**config.mk**
```make
export PLATFORM = sky130hd
export DESIGN_NAME = rcct_ctrl
export DESIGN_NICKNAME = d
export VERILOG_FILES = /design/src/rtl/core/rcct_pkg.sv /design/src/rtl/core/rcct_ctrl.sv
export SDC_FILE = /design/constraint.sdc
export NUM_CORES = 1
export LEC_CHECK = 0
export BUFFER_PORTS_ARGS = -buffer_cell sky130_fd_sc_hd__buf_2
export CORE_AREA = 2 2 39 41
export DETAILED_ROUTE_END_ITERATION = 8
export DIE_AREA = 0 0 41 43
export GPL_TIMING_DRIVEN = 1
export PLACE_DENSITY = 0.54
export SLEW_MARGIN = 20
export SYNTH_ARGS = -nofsm -noshare
export SYNTH_HDL_FRONTEND = slang
export SYNTH_SLANG_ARGS = --single-unit
export TNS_END_PERCENT = 50
```
**constraint.sdc**
```tcl
create_clock -name clk -period 4.1 [get_ports clk]
set_input_delay 0.41 -clock clk [delete_from_list [all_inputs] [get_ports clk]]
set_output_delay 0.41 -clock clk [all_outputs]
set_load 0.005 [all_outputs]
```
**src/rtl/core/rcct_pkg.sv**
```systemverilog
// Shared types and constants for the row/column coverage tree.
package rcct_pkg;

    localparam int MAX_SIDE = 1024;
    localparam int LEAF_W = $clog2(MAX_SIDE);
    localparam int COORD_W = 11;
    localparam int COUNT_W = 11;
    localparam logic [COUNT_W-1:0] COUNT_MAX = '1;

    typedef enum logic [1:0] {
        OP_PLACE  = 2'd0,
        OP_REMOVE = 2'd1,
        OP_QUERY  = 2'd2,
        OP_NONE   = 2'd3
    } opcode_t;

    typedef enum logic [2:0] {
        ST_IDLE,
        ST_CLEAR,
        ST_LEAF,
        ST_WALK,
        ST_QUERY,
        ST_DONE
    } state_t;

    // Controller to datapath.
    typedef struct packed {
        logic load;
        logic clear_step;
        logic leaf_step;
        logic walk_step;
        logic query_step;
        logic finish;
    } dp_cmd_t;

    // Datapath to controller.
    typedef struct packed {
        logic clear_done;
        logic walk_done;
        logic query_done;
        logic is_query;
        logic is_update;
    } dp_status_t;

endpackage

```
**src/rtl/core/rcct_ctrl.sv**
```systemverilog
// Controller state machine sequencing clear, update and query.
module rcct_ctrl
    import rcct_pkg::*;
(
    input  logic       clk,
    input  logic       rst_n,
    input  logic       start,
    input  dp_status_t status,
    output dp_cmd_t    cmd,
    output logic       busy,
    output logic       done
);

    state_t state_reg;
    state_t state_next;
    logic   done_reg;
    logic   done_next;

    always_ff @(posedge clk or negedge rst_n)
    begin
        if (!rst_n)
        begin
            state_reg <= ST_CLEAR;
            done_reg <= 1'b0;
        end
        else
        begin
            state_reg <= state_next;
            done_reg <= done_next;
        end
    end

    always_comb
    begin
        state_next = state_reg;
        cmd = '0;
        done_next = 1'b0;
        busy = 1'b1;
        case (state_reg)
            ST_CLEAR:
            begin
                if (status.clear_done)
                    state_next = ST_IDLE;
                else
                    cmd.clear_step = 1'b1;
            end
            ST_IDLE:
            begin
                busy = 1'b0;
                if (start)
                begin
                    cmd.load = 1'b1;
                    if (status.is_update)
                        state_next = ST_LEAF;
                    else if (status.is_query)
                        state_next = ST_QUERY;
                end
            end
            ST_LEAF:
            begin
                cmd.leaf_step = 1'b1;
                state_next = ST_WALK;
            end
            ST_WALK:
            begin
                cmd.walk_step = 1'b1;
                if (status.walk_done)
                    state_next = ST_IDLE;
            end
            ST_QUERY:
            begin
                cmd.query_step = 1'b1;
                if (status.query_done)
                    state_next = ST_DONE;
            end
            ST_DONE:
            begin
                cmd.finish = 1'b1;
                done_next = 1'b1;
                state_next = ST_IDLE;
            end
            default: state_next = ST_IDLE;
        endcase
    end

    assign done = done_reg;

endmodule
```
==> Word level (Yosys, flattened, before mapping) <==
Index checks and enable logic that the tools add are counted.
{ "totals": {"register_bits": 4, "latchBits": 0, "ramBits": 0, "rom_bits": 0, "inputBits": 8, "elab_cells": 30, "n_memories": 0} }
{ "op_classes": {"add_sub_neg": 0, "multipliers": 0, "div": 0, "order_cmp": 0, "n_eq_ne": 10, "n_shift": 0, "n_mux": 16, "bitwise": 0, "reduce_logical": 2} }
{ "ops": {"columns": ["op", "count"], "rows": [
  ["3-bit two-way mux", 6],
  ["3-bit case mux with 5 select lines", 1],
  ["1-bit two-way mux", 9],
  ["2-bit != test (second input constant)", 4],
  ["3-bit by 2-bit equality test with 1-bit output (second input constant)", 2],
  ["3-bit equality test (second input constant)", 2],
  ["5-bit AND reduction", 1],
  ["3-bit by 1-bit equality test with 1-bit output (second input constant)", 1],
  ["3-bit zero test", 1],
  ["3-bit != test (second input constant)", 1]
]} }

==> Depth between registers and ports, before layout <==
Gate-level depths: netlist of run 1.
{ "logic_depth": {"ltp_word": 4, "mapped_depth": 3, "mapped_depth_nobuf": 2} }

==> Worst setup path before layout of run 1 <==
No wires, ideal clock.
{ "synth_timing": {"kind": "register to output", "startpoint": "register state_reg[0]", "endpoint": "output cmd[0] (netlist name)", "arrival_ns": 0.962, "required_ns": 3.690, "setup_slack_ns": 2.728, "path_stages_with_launch": 4, "path_buffers": 2, "path_cell_list": "dfstp_2 -> buf_6 -> nor3b_1 -> buf_4"} }
{ "synth_via": {"elab_chain_len": 2} }
{ "synth_rtl": {"columns": ["element", "line", "rtl"], "rows": [
  ["start: declaration", "rcct_ctrl.sv:14", "state_t state_reg;"],
  ["start signal: assignment", "rcct_ctrl.sv:28", "state_reg <= state_next;"],
  ["3-bit equality test", null, null],
  ["1-bit two-way mux", null, null],
  ["end: declaration", "rcct_ctrl.sv:9", "output dp_cmd_t cmd,"]
]} }
No other way between the ends.

==> results.sh, run 1 <==
export IMPL_hold_class="input pin to flip-flop"
export IMPL_async_flop_share_pct=100
export IMPL_drive_gt1_share_pct=53.7
export IMPL_clkLatencyLatePin_ns=0.25
export IMPL_grt_overflow_total=0
export IMPL_placedInstanceArea_um2=320
export IMPL_drv_cap=0
export IMPL_start_util_pct=18.4
export IMPL_syn_to_final_growth_pct=39.7
export IMPL_grt_usage_pct=9.88
export IMPL_critical_path_class="flip-flop to primary output"
export IMPL_finalSetupViolCount=0
export IMPL_die_area_mm2=0.00176
export IMPL_status="finished clean"
export IMPL_vias=240
export IMPL_fin_crit_ns=1.72
export IMPL_n_antenna_cell=0
export IMPL_p_total_mw=0.218
export IMPL_ys_types=18
export IMPL_p_per_area_mw_per_mm2=612
export IMPL_hold_viol_final=0
export IMPL_setup_slack_ns=2.38
export IMPL_synth_seq_area_share_pct=39.7
export IMPL_ys_top_cells_by_count="dfrtp_1 (3), nor3b_1 (3), buf_6 (2), nand3b_1 (2)"
export IMPL_arrival_ns=1.31
export IMPL_critPathLaunchType="flip-flop"
export IMPL_dieHeight_um=43
export IMPL_netlist_area_leader_share_pct=29.4
export IMPL_synthTopCellsByArea="dfrtp_1 (29%), dfstp_2 (10%), buf_6 (8.8%), nor3b_1 (8.8%), nand3b_1 (5.9%)"
export IMPL_dp_hpwl_um=439
export IMPL_syn_nets=32
export IMPL_placementRows=14
export IMPL_boundaryPins=16
export IMPL_die_w_um=41
export IMPL_fin_skew_ns=0.00881
export IMPL_synth_area_per_cell_um2=10.6
export IMPL_grt_pass1_wl_um=1060
export IMPL_drtIter0Drc=3
export IMPL_slew_viol_final=0
export IMPL_ys_warn_count=0
export IMPL_max_vdd_ir_drop_mv=0.202
export IMPL_synth_area_um2=255
export IMPL_final_nets=50
export IMPL_fin_crit_sh_pct=42.1
export IMPL_gp_congestion=0.680
export IMPL_relSlewSlack_pct=82.3
export IMPL_first_global_vias=220
export IMPL_cts_buffers=3
export IMPL_root_buffer="clkbuf_4"
export IMPL_htreeDepth=1
export IMPL_vias_per_cell=4.21
export IMPL_post_cts_setup_buffer_count=0
export IMPL_fmaxAchievable_mhz=580
export IMPL_nFillCells=157
export IMPL_fin_tns_setup_ns=0
export IMPL_yosysTopAreaCell="dfrtp_1"
export IMPL_design_area_um2=357
export IMPL_wl_per_cell_um=10.5
export IMPL_cts_hold_buffers_added=1
export IMPL_synth_edff_count=0
export IMPL_synthFlopType="dfrtp_1"
export IMPL_cp_end_kind="primary output"
export IMPL_cts_resized=0
export IMPL_core_area_mm2=0.00138
export IMPL_cts_sink_count=4
export IMPL_cp_max_fo=7
export IMPL_cp_data_required_time_ns=3.69
export IMPL_ys_ff_latch=4
export IMPL_drtAntennaViolNets=0
export IMPL_pre_cts_ws_ns=2.65
export IMPL_worst_pin_slew_ns=0.265
export IMPL_firstDrtPassIters=2
export IMPL_largest_reg_flops=3
export IMPL_drc_errors=0
export IMPL_p_leak_nw=0.183
export IMPL_wl_um=601
export IMPL_cts_max_path_buffers=2
export IMPL_grt_setup_unrepaired="no"
export IMPL_grt_max_degree=11
export IMPL_antenna_found_initial=0
export IMPL_clk_pin_slew_ns=0.05
export IMPL_port_buffers=15
export IMPL_synth_cells=24
export IMPL_cts_tree="yes"
-- area by class of cell --
| cell class | instances | area [µm²] | share of cell area, % |
|---|---|---|---|
| inverters | 2 | 7.51 | 2.11 |
| flip-flops and latches | 4 | 101 | 28.4 |
| well taps | 16 | 20.0 | 5.61 |
| multi-input cells | 15 | 116 | 32.6 |
| clock buffers | 4 | 26.3 | 7.37 |
| repair buffers | 16 | 85.1 | 23.9 |
-- kinds of logic (layout without fill, tap and decap cells) --
group                  after synthesis  count (layout)  synth area share, %
AND/OR/NAND/NOR                     12              12                 36.8
flip-flops                           4               4                 39.7
AO/OA/AOI/OAI                        3               3                 8.82
buffers and inverters                5              22                 14.7
-- power breakdown --
part / switching (mW) / total (mW) / internal (mW) / leakage, nW
combinational: 0.0292 / 0.0787 / 0.0495 / 0.118
sequential: 0.0260 / 0.0823 / 0.0563 / 0.0504
clock: 0.0205 / 0.0573 / 0.0368 / 0.0150
total: 0.0757 / 0.218 / 0.143 / 0.183
-- cell usage in the layout, fill, tap and decap left out, drive strengths merged --
cell	Yosys	final
a211oi	1	1
a21bo	1	1
a21oi	1	1
and3	1	1
and4bb	1	1
buf	3	15
clkbuf	0	4
dfrtp	3	3
dfstp	1	1
dlygate4sd3	0	1
inv	2	2
nand3b	2	2
nor2	1	1
nor3	1	1
nor3b	3	3
nor4b	1	1
or3	1	1
or4	1	1
-- final timing paths --
path | slack (ns) | end | from | depth (start not counted)
max in group asynchronous | 3.39 | state_reg[0] | rst_n | 2
hold / removal | 0.44 | state_reg[2] | status[1] | 3
hold reg to reg | 0.58 | state_reg[1] | state_reg[2] | 1
setup / recovery | 2.38 | cmd[5] | state_reg[2] | 3
setup reg to reg | 2.74 | state_reg[0] | state_reg[0] | 2
min in group asynchronous | 0.50 | state_reg[1] | rst_n | 2
-- layer usage --
| layer | track usage (%) | part of all wire [%] |
|---|---|---|
| met1 | 11.4 | 44 |
| met5 | 0 | 0 |
| met2 | 11.9 | 43 |
| met3 | 9.95 | 13 |
| met4 | 4.00 | 0 |
-- per-stage QoR --
| step | cells | util, % | hold WS (ns) |
|---|---|---|---|
| after floorplan | 24 | - | 0.114 |
| after global placement | 52 | 23.1 | 0.219 |
| after detailed placement | 52 | 23.1 | 0.221 |
| after CTS | 57 | 25.8 | 0.425 |
| after global routing | 57 | 25.8 | 0.435 |
| final | 57 | 25.8 | 0.436 |
-- worst max-delay path, stage by stage, from the launching register on --
cell and delay (ns):
dfrtp_1 0.45, or3_1 0.42, nor2_1 0.09, buf_2 0.11
(Power assumes the default switching activity.)
==> inputs of run 2 (changes only) <==
Settings changed: ABC_AREA set to 1, PLACE_DENSITY 0.54 to 0.56.
Clock period 4.1 ns to 1.7 ns, I/O delays scaled along.
==> results.sh, run 2 <==
export IMPL_status="finished clean"
export IMPL_critical_path_class="flip-flop to primary output"
export IMPL_hold_slack_ns=0.201
export IMPL_final_nets=69
export IMPL_fmaxAchievable_mhz=726
export IMPL_dp_cells=71
export IMPL_p_per_area_mw_per_mm2=1480
export IMPL_relSlewSlack_pct=82.7
export IMPL_fin_skew_ns=0.00350
export IMPL_drtIter0Drc=0
export IMPL_power_frac_clock_pct=21.7
export IMPL_core_area_mm2=0.00138
export IMPL_arrival_ns=1.21
export IMPL_synth_area_per_cell_um2=6.68
export IMPL_grt_overflow_total=0
export IMPL_synth_cells=41
export IMPL_pwr_share_seq_pct=29.3
export IMPL_fin_crit_sh_pct=81.0
export IMPL_grt_max_degree=6
export IMPL_root_buffer="clkbuf_4"
export IMPL_grt_usage_pct=8.63
export IMPL_synth_edff_count=0
export IMPL_critPathLaunchType="flip-flop"
export IMPL_dieHeight_um=43
export IMPL_hold_viol_final=0
export IMPL_comb_power_share_pct=49.0
export IMPL_netlist_area_leader_share_pct=27.4
export IMPL_design_area_um2=398
export IMPL_port_buffers=15
export IMPL_max_vdd_ir_drop_mv=0.314
export IMPL_drive_gt1_share_pct=43.3
export IMPL_slew_viol_final=0
export IMPL_dp_hpwl_um=553
export IMPL_ys_types=14
export IMPL_ys_warn_count=0
export IMPL_die_area_mm2=0.00176
export IMPL_grt_setup_unrepaired="no"
export IMPL_fin_crit_ns=1.38
export IMPL_wl_um=625
export IMPL_worst_pin_slew_ns=0.258
export IMPL_cts_hold_buffers_added=1
export IMPL_fin_util_pct=28.8
export IMPL_post_cts_setup_buffer_count=0
export IMPL_htreeDepth=1
export IMPL_cts_resized=0
export IMPL_clkLatencyLatePin_ns=0.23
export IMPL_syn_nets=49
export IMPL_critical_path_top_delay_family="flip-flops"
export IMPL_placedInstanceArea_um2=362
export IMPL_yosysTopAreaCell="dfrtp_1"
export IMPL_switching_share_pct=41.9
export IMPL_layout_commonest_cell="buf_2"
export IMPL_cts_tree="yes"
export IMPL_internal_power_mw=0.342
export IMPL_synthFlopType="dfrtp_1"
export IMPL_firstDrtPassIters=1
export IMPL_grt_pass1_wl_um=1040
export IMPL_cp_max_fo=4
export IMPL_syn_to_final_growth_pct=45.2
export IMPL_synth_seq_area_share_pct=37.0
export IMPL_n_antenna_cell=0
export IMPL_drtAntennaViolNets=0
export IMPL_vias_per_cell=3.89
export IMPL_path_buf_inv=2
export IMPL_boundaryPins=16
export IMPL_ys_top_cells_by_count="nand2_1 (8), inv_1 (6), nand3_1 (6), nor2_1 (6)"
export IMPL_regArea_um2=101
export IMPL_clk_pin_slew_ns=0.04
export IMPL_first_global_vias=290
export IMPL_antenna_found_initial=0
export IMPL_die_w_um=41
export IMPL_finalSetupViolCount=0
export IMPL_multi_input_area_um2=135
export IMPL_synth_most_common_cell="nand2_1"
export IMPL_p_leak_nw=0.252
export IMPL_largest_reg_flops=3
export IMPL_synth_area_um2=274
export IMPL_cp_end_kind="primary output"
export IMPL_ys_ff_latch=4
export IMPL_crit_path_cell_trace="inv_1 > nor3_1 > buf_2"
export IMPL_drc_errors=0
export IMPL_most_common_layout_cells="buf_2 (15), nand2_1 (8), inv_1 (6), nand3_1 (6), nor2_1 (6)"
export IMPL_max_stage_delay_ns=0.55
export IMPL_hold_class="input pin to flip-flop"
export IMPL_wl_per_cell_um=8.22
export IMPL_fin_cells=76
export IMPL_gp_congestion=0.709
export IMPL_async_flop_share_pct=100
export IMPL_cts_sink_count=4
export IMPL_cp_data_required_time_ns=1.53
export IMPL_nFillCells=158
export IMPL_start_util_pct=19.8
export IMPL_synthTopCellsByArea="dfrtp_1 (27%), nand3_1 (11%), nand2_1 (11%), dfstp_2 (9.6%), inv_1 (8.2%)"
export IMPL_fin_tns_setup_ns=0
export IMPL_switchingPower_mw=0.247
export IMPL_placementRows=14
export IMPL_slowest_stage="dfstp_2"
export IMPL_vias=296
export IMPL_cts_buffers=3
export IMPL_drv_cap=0
export IMPL_cts_max_path_buffers=2
==> run 2: changes by cell type in the layout (fill, tap and decap cells not counted), sizes merged, moves of 3 or more <==
cell and delta:
nor2 +8, nor3b -3, nand2 +9, nand3 +6
inv +6
==> run 2: worst paths after layout <==
kind / start / end / slack [ns] / depth (start not counted)
worst max-delay path: state_reg[0] / cmd[0] / 0.32 / 3
worst min-delay path: status[3] / state_reg[1] / 0.20 / 4
worst max register to register: state_reg[0] / state_reg[1] / 0.56 / 5
worst min register to register: state_reg[0] / done / 0.54 / 2
max in group asynchronous: rst_n / state_reg[0] / 1.23 / 2
min in group asynchronous: rst_n / state_reg[2] / 0.27 / 2
==> run 2: area by class of cell <==
class	count	area share, %
clock buffers	4	6.60
inverters	8	7.55
multi-input cells	28	34.0
flip-flops and latches	4	25.5
well taps	16	5.03
repair buffers	16	21.4
==> run 2: power groups by stage <==
stage	Sequential, mW	Combinational [mW]	Clock [mW]
after global routing	0.178	0.338	0.135
after CTS	0.174	0.295	0.135
after global placement	0.174	0.292	0
after floorplan	0.168	0.202	0
after detailed placement	0.175	0.292	0
final	0.173	0.289	0.128
==> run 2: routing by layer <==
| layer | routed length, µm | global-route usage (%) | part of all wire, % |
|---|---|---|---|
| met3 | 31 | 0 | 5.0 |
| met1 | 249 | 9.94 | 40 |
| met2 | 343 | 13.4 | 55 |
| met5 | 0 | 0 | 0 |
| met4 | 0 | 8.00 | 0 |
==> run 2: kinds of logic after synthesis <==
group,synth area share (%)
and+or+nand+nor,47.5
buffers and inverters,13.7
DFF,37.0
AOI/OAI and AO/OA,1.82
==> run 2: through the flow <==
stage | power (mW) | setup WS, ns
after floorplan | 0.370 | 0.626
after global placement | 0.466 | 0.566
after detailed placement | 0.467 | 0.526
after global routing | 0.652 | 0.241
after CTS | 0.604 | 0.271
final | 0.589 | 0.322
==> run 2: worst reg2reg max path, stage by stage (launching register included) <==
cell and delay (ns):
dfstp_2 0.55, nand2_1 0.08, nor3_2 0.20, nor2_2 0.09, nand3_1 0.07, nand2_1 0.05
